===== config.mk =====
export PLATFORM = sky130hd
export DESIGN_NAME = http_chunked_body_decoder_unit_flat
export DESIGN_NICKNAME = d
export VERILOG_FILES = /design/src/rtl/hcbd_pkg.sv /design/src/rtl/hcbd_if.sv /design/src/rtl/hcbd_step.sv /design/src/rtl/http_chunked_body_decoder_unit.sv /design/src/flat_wrapper.sv
export SDC_FILE = /design/constraint.sdc
export NUM_CORES = 1
export LEC_CHECK = 0
export BUFFER_PORTS_ARGS = -buffer_cell sky130_fd_sc_hd__buf_2
export CELL_PAD_IN_SITES_DETAIL_PLACEMENT = 1
export CELL_PAD_IN_SITES_GLOBAL_PLACEMENT = 1
export CORE_MARGIN = 2
export CORE_UTILIZATION = 40
export CTS_CLUSTER_DIAMETER = 100
export DETAILED_ROUTE_END_ITERATION = 10
export PLACE_DENSITY_LB_ADDON = 0.1
export REMOVE_ABC_BUFFERS = 1
export SYNTH_ARGS = -nofsm -noshare
export SYNTH_HDL_FRONTEND = slang
export SYNTH_SLANG_ARGS = --single-unit
export TNS_END_PERCENT = 10

===== constraint.sdc =====
create_clock -name clk -period 3.95 [get_ports clk]
set_clock_uncertainty 0.1 [all_clocks]
set_input_delay 0 -clock clk [delete_from_list [all_inputs] [get_ports clk]]
set_output_delay 0 -clock clk [all_outputs]
set_load 0.02 [all_outputs]

===== src/rtl/hcbd_pkg.sv =====
package hcbd_pkg;

  localparam int unsigned SIZE_BITS_DEF = 32;

  localparam logic [7:0] CH_LF  = 8'h0A;
  localparam logic [7:0] CH_CR  = 8'h0D;
  localparam logic [7:0] CH_SP  = 8'h20;
  localparam logic [7:0] CH_TAB = 8'h09;
  localparam logic [7:0] CH_VT  = 8'h0B;
  localparam logic [7:0] CH_FF  = 8'h0C;

  typedef enum logic [1:0] {
    PH_SIZE   = 2'd0,
    PH_BODY   = 2'd1,
    PH_FOOTER = 2'd2
  } phase_t;

  typedef enum logic [1:0] {
    SP_BLANKS = 2'd0,
    SP_DIGITS = 2'd1,
    SP_REST   = 2'd2
  } parse_stage_t;

  typedef enum logic [1:0] {
    STAT_RUN   = 2'd0,
    STAT_DONE  = 2'd1,
    STAT_TRUNC = 2'd2,
    STAT_OVFL  = 2'd3
  } status_t;

  // decoder control state apart from the size counter
  typedef struct packed {
    phase_t       phase;
    logic         last_chunk_seen;
    parse_stage_t size_parse_stage;
    logic [1:0]   line_char_count;
    logic         previous_was_cr;
  } ctrl_t;

  localparam ctrl_t CTRL_RESET = '{
    phase:            PH_SIZE,
    last_chunk_seen:  1'b0,
    size_parse_stage: SP_BLANKS,
    line_char_count:  2'd0,
    previous_was_cr:  1'b0
  };

  function automatic logic is_blank(input logic [7:0] c);
    return (c == CH_SP) || (c == CH_TAB) || (c == CH_VT) || (c == CH_FF) || (c == CH_CR);
  endfunction

  function automatic logic is_hex(input logic [7:0] c);
    return (c inside {[8'h30:8'h39], [8'h61:8'h66], [8'h41:8'h46]});
  endfunction

  function automatic logic [3:0] hex_value(input logic [7:0] c);
    logic [3:0] v;
    if (c inside {[8'h30:8'h39]}) begin
      v = c[3:0];
    end else begin
      // letters a-f and A-F share the low nibble 1..6
      v = c[3:0] + 4'd9;
    end
    return v;
  endfunction

endpackage


===== src/rtl/hcbd_if.sv =====
interface hcbd_in_if;
  logic       valid;
  logic       ready;
  logic       action;
  logic [7:0] data_byte;

  modport source(output valid, output action, output data_byte, input ready);
  modport sink(input valid, input action, input data_byte, output ready);
endinterface

interface hcbd_out_if;
  logic       valid;
  logic       ready;
  logic       body_valid;
  logic [7:0] body_byte;
  logic [1:0] status;

  modport source(output valid, output body_valid, output body_byte, output status,
                 input ready);
  modport sink(input valid, input body_valid, input body_byte, input status,
               output ready);
endinterface


===== src/rtl/hcbd_step.sv =====
module hcbd_step #(
  parameter int unsigned SIZE_BITS = hcbd_pkg::SIZE_BITS_DEF
) (
  input  hcbd_pkg::ctrl_t   ctrl,
  input  logic [SIZE_BITS-1:0] chunk_remaining,
  input  logic              action,
  input  logic [7:0]        data_byte,
  output hcbd_pkg::ctrl_t   ctrl_next,
  output logic [SIZE_BITS-1:0] chunk_remaining_next,
  output logic              body_valid,
  output logic [7:0]        body_byte,
  output hcbd_pkg::status_t status
);
  import hcbd_pkg::*;

  logic [SIZE_BITS-1:0] rem_dec;
  logic                 lf;
  logic                 empty_line;

  assign rem_dec    = chunk_remaining - SIZE_BITS'(1);
  assign lf         = (data_byte == CH_LF);
  assign empty_line = (ctrl.line_char_count == 2'd0) ||
                      ((ctrl.line_char_count == 2'd1) && ctrl.previous_was_cr);

  always_comb begin
    ctrl_next            = ctrl;
    chunk_remaining_next = chunk_remaining;
    body_valid           = 1'b0;
    body_byte            = 8'd0;
    status               = STAT_RUN;

    if (action) begin
      ctrl_next            = CTRL_RESET;
      chunk_remaining_next = '0;
      status               = STAT_TRUNC;
    end else begin
      case (ctrl.phase)
        PH_SIZE: begin
          if (lf) begin
            if (chunk_remaining == '0) begin
              ctrl_next.phase           = PH_FOOTER;
              ctrl_next.last_chunk_seen = 1'b1;
            end else begin
              ctrl_next.phase = PH_BODY;
            end
            ctrl_next.size_parse_stage = SP_BLANKS;
            ctrl_next.line_char_count  = 2'd0;
            ctrl_next.previous_was_cr  = 1'b0;
          end else if (ctrl.size_parse_stage == SP_BLANKS && is_blank(data_byte)) begin
            ctrl_next = ctrl;
          end else if (ctrl.size_parse_stage != SP_REST) begin
            if (!is_hex(data_byte)) begin
              ctrl_next.size_parse_stage = SP_REST;
            end else if (chunk_remaining[SIZE_BITS-1 -: 4] != 4'd0) begin
              // one more digit would not fit
              ctrl_next            = CTRL_RESET;
              chunk_remaining_next = '0;
              status               = STAT_OVFL;
            end else begin
              chunk_remaining_next = {chunk_remaining[SIZE_BITS-5:0], hex_value(data_byte)};
              ctrl_next.size_parse_stage = SP_DIGITS;
            end
          end
        end
        PH_BODY: begin
          body_valid           = 1'b1;
          body_byte            = data_byte;
          chunk_remaining_next = rem_dec;
          if (rem_dec == '0) begin
            ctrl_next.phase           = PH_FOOTER;
            ctrl_next.line_char_count = 2'd0;
            ctrl_next.previous_was_cr = 1'b0;
          end
        end
        PH_FOOTER: begin
          if (lf) begin
            if (empty_line) begin
              ctrl_next.phase            = PH_SIZE;
              chunk_remaining_next       = '0;
              ctrl_next.size_parse_stage = SP_BLANKS;
              if (ctrl.last_chunk_seen) begin
                status                    = STAT_DONE;
                ctrl_next.last_chunk_seen = 1'b0;
              end
            end
            ctrl_next.line_char_count = 2'd0;
            ctrl_next.previous_was_cr = 1'b0;
          end else begin
            if (ctrl.line_char_count != 2'd2) begin
              ctrl_next.line_char_count = ctrl.line_char_count + 2'd1;
            end
            ctrl_next.previous_was_cr = (data_byte == CH_CR);
          end
        end
        default: begin
          ctrl_next.phase = PH_SIZE;
        end
      endcase
    end
  end

endmodule


===== src/rtl/http_chunked_body_decoder_unit.sv =====
// HTTP/1.1 chunked body decoder. Takes one received word per cycle on din
// (a data byte, or a close event) unless dout stalls, and gives exactly one
// result word per input word on dout: the payload byte with body_valid set
// while inside a chunk, and a status of running, message complete, truncated
// by close or size overflow. Sustained rate is one word per clock, no bubbles,
// while dout.ready holds; each word's result is written to the result register
// as the word is accepted, and din stays ready while the result register is
// empty or being taken. The rate is set by the single state update per word
// (hex size shift-in or chunk length down count), computed before dout.
module http_chunked_body_decoder_unit #(
  parameter int unsigned SIZE_BITS = hcbd_pkg::SIZE_BITS_DEF
) (
  input logic         clk,
  input logic         rst,
  hcbd_in_if.sink     din,
  hcbd_out_if.source  dout
);
  import hcbd_pkg::*;

  ctrl_t                ctrl;
  ctrl_t                ctrl_next;
  logic [SIZE_BITS-1:0] chunk_remaining;
  logic [SIZE_BITS-1:0] chunk_remaining_next;
  logic                 body_valid_next;
  logic [7:0]           body_byte_next;
  status_t              status_next;
  logic                 acc;

  assign din.ready = !dout.valid || dout.ready;
  assign acc       = din.valid && din.ready;

  hcbd_step #(
    .SIZE_BITS(SIZE_BITS)
  ) u_step (
    .ctrl                 (ctrl),
    .chunk_remaining      (chunk_remaining),
    .action               (din.action),
    .data_byte            (din.data_byte),
    .ctrl_next            (ctrl_next),
    .chunk_remaining_next (chunk_remaining_next),
    .body_valid           (body_valid_next),
    .body_byte            (body_byte_next),
    .status               (status_next)
  );

  always_ff @(posedge clk) begin
    if (rst) begin
      ctrl            <= CTRL_RESET;
      chunk_remaining <= '0;
    end else if (acc) begin
      ctrl            <= ctrl_next;
      chunk_remaining <= chunk_remaining_next;
    end
  end

  always_ff @(posedge clk) begin
    if (rst) begin
      dout.valid <= 1'b0;
    end else if (acc) begin
      dout.valid <= 1'b1;
    end else if (dout.ready) begin
      dout.valid <= 1'b0;
    end
  end

  always_ff @(posedge clk) begin
    if (acc) begin
      dout.body_valid <= body_valid_next;
      dout.body_byte  <= body_byte_next;
      dout.status     <= status_next;
    end
  end

  // a body word always yields a payload byte
  a_body_out: assert property (@(posedge clk) disable iff (rst)
    (acc && !din.action && ctrl.phase == PH_BODY) |=> (dout.valid && dout.body_valid))
    else $error("body word did not produce a payload byte");

  // close event brings everything back to reset
  a_close: assert property (@(posedge clk) disable iff (rst)
    (acc && din.action) |=>
      (dout.status == STAT_TRUNC && ctrl == CTRL_RESET && chunk_remaining == '0))
    else $error("close event did not reset the decoder");

  // decoder state only moves on an accepted word
  a_hold: assert property (@(posedge clk) disable iff (rst)
    !acc |=> ($stable(ctrl) && $stable(chunk_remaining)))
    else $error("decoder state changed without an input word");

  // a held result blocks the input side
  a_backpressure: assert property (@(posedge clk) disable iff (rst)
    (dout.valid && !dout.ready) |-> !din.ready)
    else $error("input taken while result is stalled");

  // payload bytes never carry a non-running status
  a_body_status: assert property (@(posedge clk) disable iff (rst)
    (dout.valid && dout.body_valid) |-> (dout.status == STAT_RUN))
    else $error("payload byte with non-running status");

endmodule


===== src/flat_wrapper.sv =====
// flat-port wrapper written by rule: the top's interface ports become plain ports
module http_chunked_body_decoder_unit_flat import hcbd_pkg::*;
#(
  parameter int unsigned SIZE_BITS = hcbd_pkg::SIZE_BITS_DEF
)
  (clk, rst, din_valid, din_action, din_data_byte, din_ready, dout_valid, dout_body_valid, dout_body_byte, dout_status, dout_ready);
  hcbd_in_if din_i ();
  hcbd_out_if dout_i ();
  input logic clk;
  input logic rst;
  input wire logic [$bits(din_i.valid)-1:0] din_valid;
  input wire logic [$bits(din_i.action)-1:0] din_action;
  input wire logic [$bits(din_i.data_byte)-1:0] din_data_byte;
  output wire logic [$bits(din_i.ready)-1:0] din_ready;
  output wire logic [$bits(dout_i.valid)-1:0] dout_valid;
  output wire logic [$bits(dout_i.body_valid)-1:0] dout_body_valid;
  output wire logic [$bits(dout_i.body_byte)-1:0] dout_body_byte;
  output wire logic [$bits(dout_i.status)-1:0] dout_status;
  input wire logic [$bits(dout_i.ready)-1:0] dout_ready;
  assign din_i.valid = din_valid;
  assign din_i.action = din_action;
  assign din_i.data_byte = din_data_byte;
  assign din_ready = din_i.ready;
  assign dout_valid = dout_i.valid;
  assign dout_body_valid = dout_i.body_valid;
  assign dout_body_byte = dout_i.body_byte;
  assign dout_status = dout_i.status;
  assign dout_i.ready = dout_ready;
  http_chunked_body_decoder_unit #(.SIZE_BITS(SIZE_BITS)) u_core (.clk(clk), .rst(rst), .din(din_i), .dout(dout_i));
endmodule

# ---- Yosys cells after proc, flatten, opt, wreduce, memory -nomap -nowiden
# Index checks and enable logic that the tools add are counted.
dict set report op_classes {
  magnitude_cmp 6
  reduce_logical 30
  n_bitwise 1
  n_eq_ne 24
  muxes 41
  add_sub_neg 3
}
# cell n
set op_table {}
lappend op_table {{32-bit two-way mux} 8}
lappend op_table {{32-bit case mux with 3 select lines} 1}
lappend op_table {{32-bit logical NOT} 2}
lappend op_table {{8-bit by 4-bit == test with 1-bit output, second input constant} 5}
lappend op_table {{8-bit two-way mux} 4}
lappend op_table {{32-bit by 1-bit subtractor with 32-bit output, second input constant} 1}
lappend op_table {{4-bit inequality test, second input constant} 6}
lappend op_table {{8-bit AND reduction} 3}
lappend op_table {{3-bit inequality test, second input constant} 7}
lappend op_table {{2-bit two-way mux} 9}
lappend op_table {{8-bit by 7-bit >= comparator with 1-bit output, second input constant} 2}
lappend op_table {{8-bit by 7-bit less-or-equal comparator with 1-bit output, second input constant} 2}
lappend op_table {{3-bit two-way mux} 4}
lappend op_table {{5-bit two-way mux} 2}
lappend op_table {{3-bit case mux with 3 select lines} 1}
lappend op_table {{9-bit AND reduction} 1}
lappend op_table {{8-bit by 6-bit == test with 1-bit output, second input constant} 1}
lappend op_table {{8-bit by 6-bit >= comparator with 1-bit output, second input constant} 1}
lappend op_table {{8-bit by 6-bit less-or-equal comparator with 1-bit output, second input constant} 1}
lappend op_table {{1-bit two-way mux} 8}
lappend op_table {{4-bit nonzero test} 2}
lappend op_table {{7-bit AND reduction} 1}
lappend op_table {{1-bit logical AND} 6}
lappend op_table {{2-bit logical NOT} 3}
lappend op_table {{other kinds (16)} 24}
dict set report word_totals {
  output_inout_bits 13
  register_bits 52
  word_cells 115
  input_bits 13
}

# ---- Logic depth before layout (Yosys ltp)
# Gate-level depths: netlist of run 1.
dict set report logic_depth {
  depth_word 10
  mapped_depth 12
  mapped_depth_nobuf 10
}

# ---- By module
# Synthesis of run 1 repeated with hierarchy kept, for this count alone.
dict set report hier_totals {
  cells_unflattened 637
  area_unflattened_um2 4737.0
}
# mod area_per_inst_um2 seq_area_each_um2 cells_each n_inst
set modules_own_cells {}
lappend modules_own_cells {hcbd_step 2526.2 0.0 438 1}
lappend modules_own_cells {http_chunked_body_decoder_unit 2210.9 1151.1 199 1}

# ---- Least setup slack after synthesis of run 1
# OpenSTA, ideal clock, no wires.
dict set report synth_path {
  path_kind {register -> register}
  startpoint {register u_core.chunk_remaining[0]}
  endpoint {register u_core.ctrl[1] (netlist name)}
  arrival_ps 2820
  required_time_ps 3723
  period_less_slack_ps 3047
  path_stages_with_launch 13
  setup_time_ps 127
  slack_ps 903
  n_path_buf 2
  path_cell_list {dfxtp_1 > clkbuf_1 > inv_1 > ha_1 > buf_2 > nor3b_2 > nand3_1 > nor3_1 > xor2_1 > or4_4 > o21ai_4 > a311o_1 > o31ai_2}
}
dict set report synth_between {
  elab_chain_len 4
}
# item line
set synth_rtl {}
lappend synth_rtl {{start, declared} http_chunked_body_decoder_unit.sv:22} ;# logic [SIZE_BITS-1:0] chunk_remaining;
lappend synth_rtl {{start signal, assigned} http_chunked_body_decoder_unit.sv:52} ;# chunk_remaining <= chunk_remaining_next;
lappend synth_rtl {{32-bit by 1-bit subtractor with 32-bit output} hcbd_step.sv:20} ;# assign rem_dec = chunk_remaining - SIZE_BITS'(1);
lappend synth_rtl {{32-bit logical NOT} hcbd_step.sv:69} ;# if (rem_dec == '0) begin
lappend synth_rtl {{3-bit inequality test (no source line)} n/a}
lappend synth_rtl {{8-bit AND reduction (no source line)} n/a}
# No other way between the ends.
# A chain may end at the register's enable or synchronous reset.

# ---- Worst setup path after layout of run 1
dict set report layout_path {
  startpoint {register u_core.chunk_remaining[0]}
  endpoint {register u_core.ctrl[7] (netlist name)}
}
dict set report layout_between {
  elab_chain_len 5
  word_cells_on_any_way 9
  cone_classes {add/sub (1); eq/ne (1); mux (4); reduce/logical (3)}
}
# item
set layout_rtl {}
lappend layout_rtl {{parallel branches: the longest is 5 deep, another holds 32-bit by 1-bit subtractor with 32-bit output}}
# Parallel ways; which one is timed is not known.

==> summary.md, run 1 <==
| Metric | Value |
|---|---|
| Synth warn | `0` |
| Final worst path period need | `3.54 ns` |
| Outcome | `finished, final reports clean` |
| Reg-to-reg startpoint | `u_core.chunk_remaining[0]` |
| Die height | `102 um` |
| Die area | `10300 um^2` |
| Diodes inserted | `0` |
| Largest stage delay, worst path | `0.56 ns` |
| Pre-CTS setup slack | `0.523 ns` |
| Port Buffers | `25` |
| Antenna violations before repair | `0` |
| FF-to-FF setup slack | `a little over 0.4 ns` |
| DRC viols | `0` |
| Max Fclk | `283 MHz` |
| Final ANT Viol Nets | `0` |
| R2R depth | `10` |
| EDFF count, synth | `11` |
| GRT Total Usage | `23.8%` |
| Hold Crit Depth | `2` |
| RSZ-0062 raised after global routing | `no` |
| Final WS setup | `0.414 ns` |
| Max VDD drop | `0.138 mV` |
| Async S/R FF share, synth | `0%` |
| Cts hold-fix bufs | `9` |
| Hold Path Class | `input port to register` |
| # fillers | `1153` |
| CP Capture Type | `register` |
| Startpoint types | `register` |
| Clock Tree Buf Depth | `2` |
| Max Slew Vio Count | `0` |
| First-pass GRT wire length | `19400 um` |
| Crit Path Max Fanout | `12` |
| Boundary Pins | `26` |
| Worst reg2reg path endpoint | `u_core.ctrl[7]` |
| Setup TNS Final | `0 ns` |
| Post-DP HPWL | `7950 um` |
| Detailed Routing Iterations Pass 1 | `4` |
| WL/cell | `18.5 um` |
| Layout Area Growth over Synthesis | `9.81%` |
| Post-CTS Setup Inserts | `0` |
| Routed wire length | `11600 um` |
| Worst path top cell family by delay | `simple AND/OR/NAND/NOR gates` |
| Syn Inst Count | `487` |
| Row count | `35` |
| Clock H-tree levels | `2` |
| Least-Margin Pin Slew | `around 1.1 ns` |
| Total vias in the final route | `approximately 3700` |
| Max Cap Viol | `0` |
| CP max stage cell | `or4_4` |
| Pin count of the biggest net entering global routing | `44` |
| Final Hold Viols | `0` |
| Total gr overflow | `0` |
| Root Buffer | `clkbuf_8` |
| RePlAce Congestion | `just over 0.8` |
| Normalized max-slew margin | `~28%` |
| Starting DRT DRC Count | `207` |
| Predominant post-synthesis flop cell | `dfxtp_1` |
| Synth cell types | `68` |
| # clock sinks | `between 50 and 60` |
| Fraction of layout cells with a size suffix above 1 | `12.7%` |
| Syn Std Cell Area | `3800 um^2` |
| Cell Chain, Critical Path | `inv_1 > ha_1 > nor3b_2 > a31oi_1 > nor4bb_1 > nand3_1 > or4_4 > o21ai_4 > a21oi_1 > a211oi_2` |
| Sequential share of the synthesized area | `30.3%` |
| CTS tree | `yes` |
| DR vias/cell | `5.92` |
| Final worst-path cycle share | `89.5%` |
| Die width | `102 um` |
| CP Class | `register to register` |
| Nets | `522` |
| Lkg Pwr | `1.55 nW` |
| Worst path required time | `a little over 4 ns` |
| Crit path buf inv count | `1` |
| Core Area | `9240 um^2` |
| Finished Cell Area | `approximately 4200 um^2` |
| Mapped Avg Cell Area | `7.81 um^2` |
| Area after detailed placement | `3970 um^2` |
| Clock-pin slew on the worst setup and hold paths | `around 0.10 ns` |
| Starting density of the core | `41.2%` |
| Hold Startpoint | `din_data_byte[2]` |
| PostCTS Resize Cnt | `0` |
| PD cells | `about 320 nW/um^2` |
| Hold endpoint | `u_core.dout.body_byte[2]` |
| CTS Buf Count | `5` |
| Vias in the first global route | `~3800` |
| Crit path DAT | `3.67 ns` |
| Worst-Skew Late Latency | `0.32 ns` |
| Synth Register Bits | `52` |
| Final count of negative-setup-slack endpoints | `0` |
per-layer routing:
metal	global-route usage (%)	part of all wire [%]	wire (um)	vias up
met2	42.4	50	5820	63
met1	29.8	45	5220	1838
met3	2.83	2.8	322	14
met5	0	0	0	-
li1	-	-	-	1794
met4	7.48	2.1	241	0
worst max path at each step:
stage                                 to  slack, ns  cells past startpoint                      start
after floorplan           u_core.ctrl[1]        1.0                     10  u_core.chunk_remaining[0]
after global placement    u_core.ctrl[1]       0.66                     10  u_core.chunk_remaining[0]
after detailed placement  u_core.ctrl[7]       0.52                     10  u_core.chunk_remaining[0]
after CTS                 u_core.ctrl[7]       0.50                     10  u_core.chunk_remaining[0]
after global routing      u_core.ctrl[7]       0.22                     10  u_core.chunk_remaining[0]
final                     u_core.ctrl[7]       0.41                     10  u_core.chunk_remaining[0]
synth_stat cells, types with 3 or more instances:
master | n | area share [%]
and3b_1 | 3 | 0.69
a22oi_1 | 4 | 0.79
nor4_4 | 3 | 1.7
clkbuf_1 | 29 | 2.9
nor4b_1 | 3 | 0.69
dfxtp_1 | 41 | 22
o21ai_0 | 23 | 3.0
nand2b_1 | 10 | 1.6
xnor2_1 | 8 | 1.8
a211oi_1 | 4 | 0.79
buf_2 | 6 | 0.79
nor3_1 | 37 | 4.9
or3_1 | 3 | 0.49
inv_1 | 13 | 1.3
a32o_1 | 4 | 1.1
nor2_1 | 61 | 6.0
and2_1 | 11 | 1.8
a221oi_1 | 5 | 1.2
and3_1 | 7 | 1.2
xor2_1 | 9 | 2.1
ha_1 | 12 | 3.9
mux2i_1 | 4 | 1.1
nand4_1 | 5 | 0.82
nand4b_1 | 3 | 0.69
nand2_1 | 31 | 3.1
nor2b_1 | 3 | 0.49
a31oi_1 | 7 | 1.2
nand3_1 | 10 | 1.3
a21oi_1 | 52 | 6.8
a22o_1 | 4 | 0.92
edfxtp_1 | 11 | 8.7
nor4_1 | 11 | 1.8
buf_6 | 3 | 0.89
area by class of cell:
cell class                      instances  area (um^2)  share of cell area [%]
Multi-Input combinational cell        383         2430                    58.1
Sequential cell                        52         1150                    27.6
Timing Repair Buffer                   42          275                    6.59
Tap cell                              129          161                    3.87
Clock buffer                            5         68.8                    1.65
Inverter                               13         48.8                    1.17
Clock inverter                          3         42.5                    1.02
flip-flops by register name, summed over array words and instances, names as in the netlist:
name and count:
u_core.dout.status 2, u_core.ctrl 8, u_core.dout.body_byte 8, u_core.dout.body_valid 1, u_core.chunk_remaining 32, u_core.dout.valid 1
through the flow:
step                util (%)  std cells  hold slack [ns]  power [W]
floorplan                  -        448          -0.0354   0.000837
global placement        43.0        610            0.145   0.000959
detailed placement      43.0        610            0.155   0.000965
CTS                     45.2        627           0.0570    0.00136
global route            45.2        627           0.0855    0.00143
finish                  45.2        627           0.0718    0.00135
layout by cell type, fill, tap and decap left out, types with 12 or more instances in the layout:
cell / count
o21ai_0: 23
buf_2: 25
nor3_1: 36
nand2_1: 31
dfxtp_1: 41
inv_1: 13
ha_1: 12
a21oi_1: 52
nor2_1: 61
logic make-up (layout without fill, tap and decap cells):
| family | Yosys count | after routing | share of synthesized area, % |
|---|---|---|---|
| xor+xnor | 17 | 17 | 3.92 |
| compound gates | 127 | 127 | 21.6 |
| fa+ha+maj | 12 | 12 | 3.95 |
| buf+inv | 52 | 63 | 6.02 |
| mux | 6 | 6 | 1.65 |
| simple gates | 221 | 221 | 32.6 |
| flops | 52 | 52 | 30.3 |
power by group:
group	switching, W	leakage, nW	internal (W)
sequential	0.0000209	0.443	0.000557
clock	0.000197	0.0541	0.000188
combinational	0.000244	1.05	0.000140
total	0.000462	1.55	0.000886
worst reg2reg max path: cells and delay by family, from the launching register on:
| family | cells | cell delay [ns] |
|---|---|---|
| and+or+nand+nor | 4 | 1.71 |
| DFF | 1 | 0.44 |
| adders and majority gates | 1 | 0.33 |
| AOI/OAI and AO/OA | 4 | 0.74 |
| buffers and inverters | 1 | 0.14 |
Note: power is estimated with default switching activity, not from simulation.
==> run 2, diff against run 1 <==
--- a/config.mk
+++ b/config.mk
@@ -9,8 +9,8 @@
 export CELL_PAD_IN_SITES_DETAIL_PLACEMENT = 1
 export CELL_PAD_IN_SITES_GLOBAL_PLACEMENT = 1
 export CORE_MARGIN = 2
-export CORE_UTILIZATION = 40
-export CTS_CLUSTER_DIAMETER = 100
+export CORE_UTILIZATION = 41
+export CTS_CLUSTER_DIAMETER = 200
 export DETAILED_ROUTE_END_ITERATION = 10
 export PLACE_DENSITY_LB_ADDON = 0.1
 export REMOVE_ABC_BUFFERS = 1
==> run 2 against run 1 <==
Effect of this change:
- non-clock buffer count decreased by 1
- fmax increased by 1.7%
- utilization about the same
- clock power decreased by 19%
- sequential cell count unchanged
- critical endpoint is now u_core.ctrl[1]
- worst hold slack got worse by 0.0084 ns
- critical path type unchanged
- register-to-register slack improved by 0.06 ns
==> summary.md, run 2 (synthesis gave the netlist of run 1 again) <==
| Metric | Value |
|---|---|
| Outcome | `finished, final reports clean (unchanged)` |
| Max Cap Viol | `0 (unchanged)` |
| Max FFs per register | `32 (unchanged)` |
| Vias in the first global route | `3715 (was 3774)` |
| Startpoint types | `register (unchanged)` |
| Lkg Pwr | `1.53 nW (was 1.55 nW)` |
| Largest Register | `u_core.chunk_remaining (unchanged)` |
| RePlAce Congestion | `0.846 (was 0.807)` |
| Reg-to-reg startpoint | `u_core.chunk_remaining[0] (unchanged)` |
| Hold Startpoint | `din_data_byte[2] (unchanged)` |
| CP max stage cell | `or4_4 (unchanged)` |
| Final ANT Viol Nets | `0 (unchanged)` |
| Worst reg2reg path endpoint | `u_core.ctrl[1] (was u_core.ctrl[7])` |
| Post-DP HPWL | `8240 um (was 7950 um)` |
| Least-Margin Pin Slew | `1.03 ns (was 1.08 ns)` |
| Port Buffers | `25 (unchanged)` |
| CP Class | `register to register (unchanged)` |
| Crit path buf inv count | `1 (unchanged)` |
| Placed cell count | `591 (was 610)` |
| Post-CTS Setup Inserts | `0 (unchanged)` |
| PostCTS Resize Cnt | `0 (unchanged)` |
| Total vias in the final route | `3695 (was 3709)` |
| Final worst path period need | `3.48 ns (was 3.54 ns)` |
| Worst path top cell family by delay | `simple AND/OR/NAND/NOR gates (unchanged)` |
| Reg area | `1150 um^2 (unchanged)` |
| Die height | `100 um (was 102 um)` |
| Clock H-tree levels | `2 (unchanged)` |
| First-pass GRT wire length | `19000 um (was 19400 um)` |
| DRC viols | `0 (unchanged)` |
| # clock sinks | `52 (unchanged)` |
| Diodes inserted | `0 (unchanged)` |
| Commonest non-fill, non-tap cell in the layout | `nor2_1 (unchanged)` |
| WL/cell | `19.2 um (was 18.5 um)` |
| Core Area | `9110 um^2 (was 9240 um^2)` |
| Routed wire length | `11600 um (about the same)` |
| RSZ-0062 raised after global routing | `no (unchanged)` |
| PD cells | `309 nW/um^2 (was 323 nW/um^2)` |
| Worst-Skew Late Latency | `0.32 ns (about the same)` |
| Row count | `35 (unchanged)` |
| Final worst-path cycle share | `88.0% (was 89.5%)` |
| Max Fclk | `288 MHz (was 283 MHz)` |
| Final Hold Viols | `0 (unchanged)` |
| Final Instance Count excl. Fillers | `608 (was 627)` |
| CP Capture Type | `register (unchanged)` |
| Worst path required time | `4.03 ns (was 4.08 ns)` |
| Top flop regs | `u_core.chunk_remaining x32, u_core.ctrl x8, u_core.dout.body_byte x8 (unchanged)` |
| Starting DRT DRC Count | `124 (was 207)` |
| Max VDD drop | `0.130 mV (was 0.138 mV)` |
| Finished Cell Area | `4120 um^2 (was 4180 um^2)` |
| # fillers | `1122 (was 1153)` |
| Fraction of layout cells with a size suffix above 1 | `12.1% (was 12.7%)` |
| CTS tree | `yes (unchanged)` |
| Boundary Pins | `26 (unchanged)` |
| Clock Tree Buf Depth | `2 (unchanged)` |
| Cell Chain, Critical Path | `inv_1 > ha_1 > nor3b_2 > nand3_1 > nor3_1 > xor2_1 > or4_4 > o21ai_4 > a311o_1 > o31ai_2 (was inv_1 > ha_1 > nor3b_2 > a31oi_1 > nor4bb_1 > nand3_1 > or4_4 > o21ai_4 > a21oi_1 > a211oi_2)` |
| Die width | `100 um (was 102 um)` |
| Area after detailed placement | `3940 um^2 (was 3970 um^2)` |
| Setup TNS Final | `0 ns (unchanged)` |
| Final count of negative-setup-slack endpoints | `0 (unchanged)` |
| Detailed Routing Iterations Pass 1 | `4 (unchanged)` |
| Hold endpoint | `u_core.dout.body_byte[2] (unchanged)` |
| FF-to-FF setup slack | `0.47 ns (was 0.41 ns)` |
| DR vias/cell | `6.08 (was 5.92)` |
| Pin count of the biggest net entering global routing | `44 (unchanged)` |
| Largest stage delay, worst path | `0.55 ns (was 0.56 ns)` |
| Total gr overflow | `0 (unchanged)` |
| Normalized max-slew margin | `31.1% (was 28.0%)` |
| Root Buffer | `clkbuf_8 (unchanged)` |
| Hold Path Class | `input port to register (unchanged)` |
| Most frequent cells in the layout | `nor2_1, a21oi_1, dfxtp_1 (unchanged)` |
| Footprint of the multi-input gates | `2430 um^2 (unchanged)` |
| Nets | `521 (was 522)` |
| Starting density of the core | `41.7% (was 41.2%)` |
| Max Slew Vio Count | `0 (unchanged)` |
| Die area | `10100 um^2 (was 10300 um^2)` |
| CTS Buf Count | `5 (unchanged)` |
| Antenna violations before repair | `0 (unchanged)` |
| Layout Area Growth over Synthesis | `8.29% (was 9.81%)` |
| GRT Total Usage | `23.5% (was 23.8%)` |
| Crit path DAT | `3.55 ns (was 3.67 ns)` |
| Clock-pin slew on the worst setup and hold paths | `0.10 ns (about the same)` |
| Crit Path Max Fanout | `12 (unchanged)` |
| R2R depth | `10 (unchanged)` |
| Hold Crit Depth | `2 (unchanged)` |
==> run 2: cell types whose count changed in the layout (fill, tap and decap cells not counted), sizes merged <==
cell and change:
buf -1, bufinv -1, clkbuf +1
==> run 2: power breakdown <==
| part | switching, W | total, W | internal, W |
|---|---|---|---|
| Clock | 0.000188 | 0.000312 | 0.000124 |
| Combinational | 0.000243 | 0.000382 | 0.000139 |
| Sequential | 0.0000211 | 0.000579 | 0.000557 |
| Total | 0.000452 | 0.00127 | 0.000820 |
==> run 2: how the worst max path moves through the flow <==
| stage | startpoint | to | depth (start not counted) |
|---|---|---|---|
| floorplan | u_core.chunk_remaining[0] | u_core.ctrl[1] | 10 |
| global placement | u_core.chunk_remaining[0] | u_core.ctrl[1] | 10 |
| detailed placement | u_core.chunk_remaining[0] | u_core.ctrl[1] | 10 |
| CTS | u_core.chunk_remaining[0] | u_core.ctrl[1] | 10 |
| global route | u_core.chunk_remaining[0] | u_core.ctrl[1] | 10 |
| finish | u_core.chunk_remaining[0] | u_core.ctrl[1] | 10 |
==> run 2: routing by layer <==
layer,vias to the layer above,global-route usage (%),part of all wire [%]
li1,1792,-,-
met1,1802,29.5,45
met2,83,40.9,49
met3,18,3.27,3.9
met4,0,8.96,2.2
met5,-,0,0
==> run 2: final cells by class <==
cell class | instances | area share [%]
Clock buffer | 6 | 1.76
Clock inverter | 2 | 0.273
Inverter | 13 | 1.19
Multi-Input combinational cell | 383 | 58.9
Sequential cell | 52 | 28.0
Tap cell | 111 | 3.37
Timing Repair Buffer | 41 | 6.50
==> run 2: metrics by stage <==
| stage | util [%] | hold slack (ns) | setup WS [ns] | total power [W] |
|---|---|---|---|---|
| after CTS | 45.2 | 0.0480 | 0.488 | 0.00129 |
| after global placement | 43.3 | 0.144 | 0.686 | 0.000957 |
| after global routing | 45.2 | 0.0761 | 0.209 | 0.00135 |
| final | 45.2 | 0.0634 | 0.473 | 0.00127 |
| after floorplan | - | -0.0354 | 0.998 | 0.000837 |
| after detailed placement | 43.3 | 0.153 | 0.524 | 0.000964 |
==> run 2: what timing repair did <==
item | CTS | global route
endpoints found under the hold margin | 8 | 0
hold buffers | 9 | 0
setup endpoints to repair | 0 | 0
==> run 3, diff against run 2 <==
--- a/config.mk
+++ b/config.mk
@@ -6,13 +6,15 @@
 export NUM_CORES = 1
 export LEC_CHECK = 0
 export BUFFER_PORTS_ARGS = -buffer_cell sky130_fd_sc_hd__buf_2
+export CAP_MARGIN = 5
 export CELL_PAD_IN_SITES_DETAIL_PLACEMENT = 1
 export CELL_PAD_IN_SITES_GLOBAL_PLACEMENT = 1
+export CORE_ASPECT_RATIO = 1.1
 export CORE_MARGIN = 2
 export CORE_UTILIZATION = 41
 export CTS_CLUSTER_DIAMETER = 200
 export DETAILED_ROUTE_END_ITERATION = 10
-export PLACE_DENSITY_LB_ADDON = 0.1
+export PLACE_DENSITY = 0.83
 export REMOVE_ABC_BUFFERS = 1
 export SYNTH_ARGS = -nofsm -noshare
 export SYNTH_HDL_FRONTEND = slang
==> run 3 against run 2 <==
Effect of this change:
- register-to-register slack worse by 0.07 ns
- sequential share of layout area fell by 0.14 points
- setup slack worse by 0.073 ns
- via count rose by 0.95%
- sequential power about the same
- critical path depth stayed put
- cell area rose by 0.52%
- cell count grew 0.66%
- utilization is 1.2 points higher
- critical path type unchanged
==> summary.md, run 3 (synthesis gave the netlist of run 1 again) <==
| Metric | Value |
|---|---|
| Outcome | `finished, final reports clean (unchanged)` |
| Clock Tree Buf Depth | `2 (unchanged)` |
| CTS tree | `yes (unchanged)` |
| Final design utilization | `46.4% (was 45.2%)` |
| Antenna violations before repair | `0 (unchanged)` |
| Finished Cell Area | `4140 um^2 (was 4120 um^2)` |
| Row count | `36 (was 35)` |
| Clock H-tree levels | `2 (unchanged)` |
| Worst path required time | `4.09 ns (was 4.03 ns)` |
| Startpoint types | `register (unchanged)` |
| Max Fclk | `282 MHz (was 288 MHz)` |
| CTS Buf Count | `5 (unchanged)` |
| Final Hold Viols | `0 (unchanged)` |
| Routed wire length | `11500 um (was 11600 um)` |
| DRC viols | `0 (unchanged)` |
| WL/cell | `18.7 um (was 19.2 um)` |
| Crit Path Max Fanout | `12 (unchanged)` |
| Post-DP HPWL | `7900 um (was 8240 um)` |
| DR vias/cell | `6.09 (was 6.08)` |
| Normalized max-slew margin | `34.6% (was 31.1%)` |
| Final count of negative-setup-slack endpoints | `0 (unchanged)` |
| Core Area | `8920 um^2 (was 9110 um^2)` |
| Setup TNS Final | `0 ns (unchanged)` |
| Starting DRT DRC Count | `188 (was 124)` |
| Crit path DAT | `3.69 ns (was 3.55 ns)` |
| Total gr overflow | `0 (unchanged)` |
| Diodes inserted | `0 (unchanged)` |
| Die height | `105 um (was 100 um)` |
| # fillers | `1105 (was 1122)` |
| Layout Area Growth over Synthesis | `8.85% (was 8.29%)` |
| Nets | `522 (was 521)` |
| Total vias in the final route | `3730 (was 3695)` |
| Largest Register | `u_core.chunk_remaining (unchanged)` |
| Total power | `0.00130 W (was 0.00127 W)` |
| Final worst path period need | `3.55 ns (was 3.48 ns)` |
| Fraction of layout cells with a size suffix above 1 | `12.4% (was 12.1%)` |
| Final ANT Viol Nets | `0 (unchanged)` |
| Max Cap Viol | `0 (unchanged)` |
| Area after detailed placement | `3960 um^2 (was 3940 um^2)` |
| Lkg Pwr | `1.54 nW (was 1.53 nW)` |
| RSZ-0062 raised after global routing | `no (unchanged)` |
| Hold WS | `0.0434 ns (was 0.0634 ns)` |
| Worst-Skew Late Latency | `0.32 ns (about the same)` |
| Root Buffer | `clkbuf_8 (unchanged)` |
| RePlAce Congestion | `0.834 (was 0.846)` |
| Clock-pin slew on the worst setup and hold paths | `0.10 ns (about the same)` |
| Max Slew Vio Count | `0 (unchanged)` |
| GRT Total Usage | `23.8% (was 23.5%)` |
| Max VDD drop | `0.145 mV (was 0.130 mV)` |
| Hold Path Class | `input port to register (unchanged)` |
| # clock sinks | `52 (unchanged)` |
| Die width | `95.8 um (was 100 um)` |
| Final worst-path cycle share | `89.9% (was 88.0%)` |
| Vias in the first global route | `3892 (was 3715)` |
| Starting density of the core | `42.6% (was 41.7%)` |
| CP Class | `register to register (unchanged)` |
| Detailed Routing Iterations Pass 1 | `4 (unchanged)` |
| Port Buffers | `25 (unchanged)` |
| First-pass GRT wire length | `19100 um (was 19000 um)` |
| PD cells | `314 nW/um^2 (was 309 nW/um^2)` |
| CP Capture Type | `register (unchanged)` |
| Boundary Pins | `26 (unchanged)` |
| Commonest non-fill, non-tap cell in the layout | `nor2_1 (unchanged)` |
| Die area | `10100 um^2 (about the same)` |
| Max FFs per register | `32 (unchanged)` |
| Pin count of the biggest net entering global routing | `44 (unchanged)` |
| Most frequent cells in the layout | `nor2_1, a21oi_1, dfxtp_1 (unchanged)` |
| Top flop regs | `u_core.chunk_remaining x32, u_core.ctrl x8, u_core.dout.body_byte x8 (unchanged)` |
| Least-Margin Pin Slew | `0.981 ns (was 1.03 ns)` |
-- run 3: cell count changes in the layout (fill, tap and decap cells not counted) --
cell,delta
buf_4,+1
clkbuf_8,+1
clkinv_1,-1
-- run 3: metrics by stage --
stage               setup slack [ns]  std cells
global placement               0.708        595
CTS                            0.436        612
floorplan                      0.998        448
detailed placement             0.486        595
finish                         0.400        612
global route                   0.104        612
-- run 3: timing repair --
action	in CTS	in global routing
hold buffers	9	0
setup endpoints to repair	0	0
hold endpoints to repair	8	0
setup buffers	0	0
resized for setup	0	0
-- run 3: per-layer routing --
layer / GRT usage [%] / routed length (um)
met4: 9.49 / 265
met2: 41.9 / 5860
met1: 28.1 / 4910
met3: 3.75 / 424
met5: 0 / 0
-- run 3: final cells by class --
type / instances / area, um^2 / share of cell area [%]
Timing Repair Buffer: 42 / 275 / 6.65
Clock buffer: 7 / 86.3 / 2.09
Multi-Input combinational cell: 383 / 2430 / 58.6
Tap cell: 114 / 143 / 3.45
Sequential cell: 52 / 1150 / 27.8
Inverter: 13 / 48.8 / 1.18
Clock inverter: 1 / 7.51 / 0.181
-- run 3: worst paths after layout --
| kind | startpoint | end | slack, ns | depth (start not counted) |
|---|---|---|---|---|
| setup / recovery | u_core.chunk_remaining[0] | u_core.ctrl[1] | 0.40 | 10 |
| hold / removal | din_data_byte[2] | u_core.dout.body_byte[2] | 0.04 | 2 |
| setup reg to reg | u_core.chunk_remaining[0] | u_core.ctrl[1] | 0.40 | 10 |
| hold reg to reg | u_core.ctrl[0] | u_core.ctrl[0] | 0.41 | 2 |
-- run 3: critical path, cell delays in order (launching register included) --
cell and delay, ns:
dfxtp_1 0.45, inv_1 0.15, ha_1 0.33, nor3b_2 0.46, nand3_1 0.31, nor4b_1 0.45, a211oi_1 0.08, or4_4 0.57
o21ai_4 0.22, nand4b_2 0.14, o31ai_2 0.19
-- run 3: power breakdown --
part	switching (W)	internal (W)	total, W	leakage, nW
sequential	0.0000221	0.000557	0.000579	0.443
combinational	0.000244	0.000140	0.000384	1.05
clock	0.000192	0.000143	0.000335	0.0445
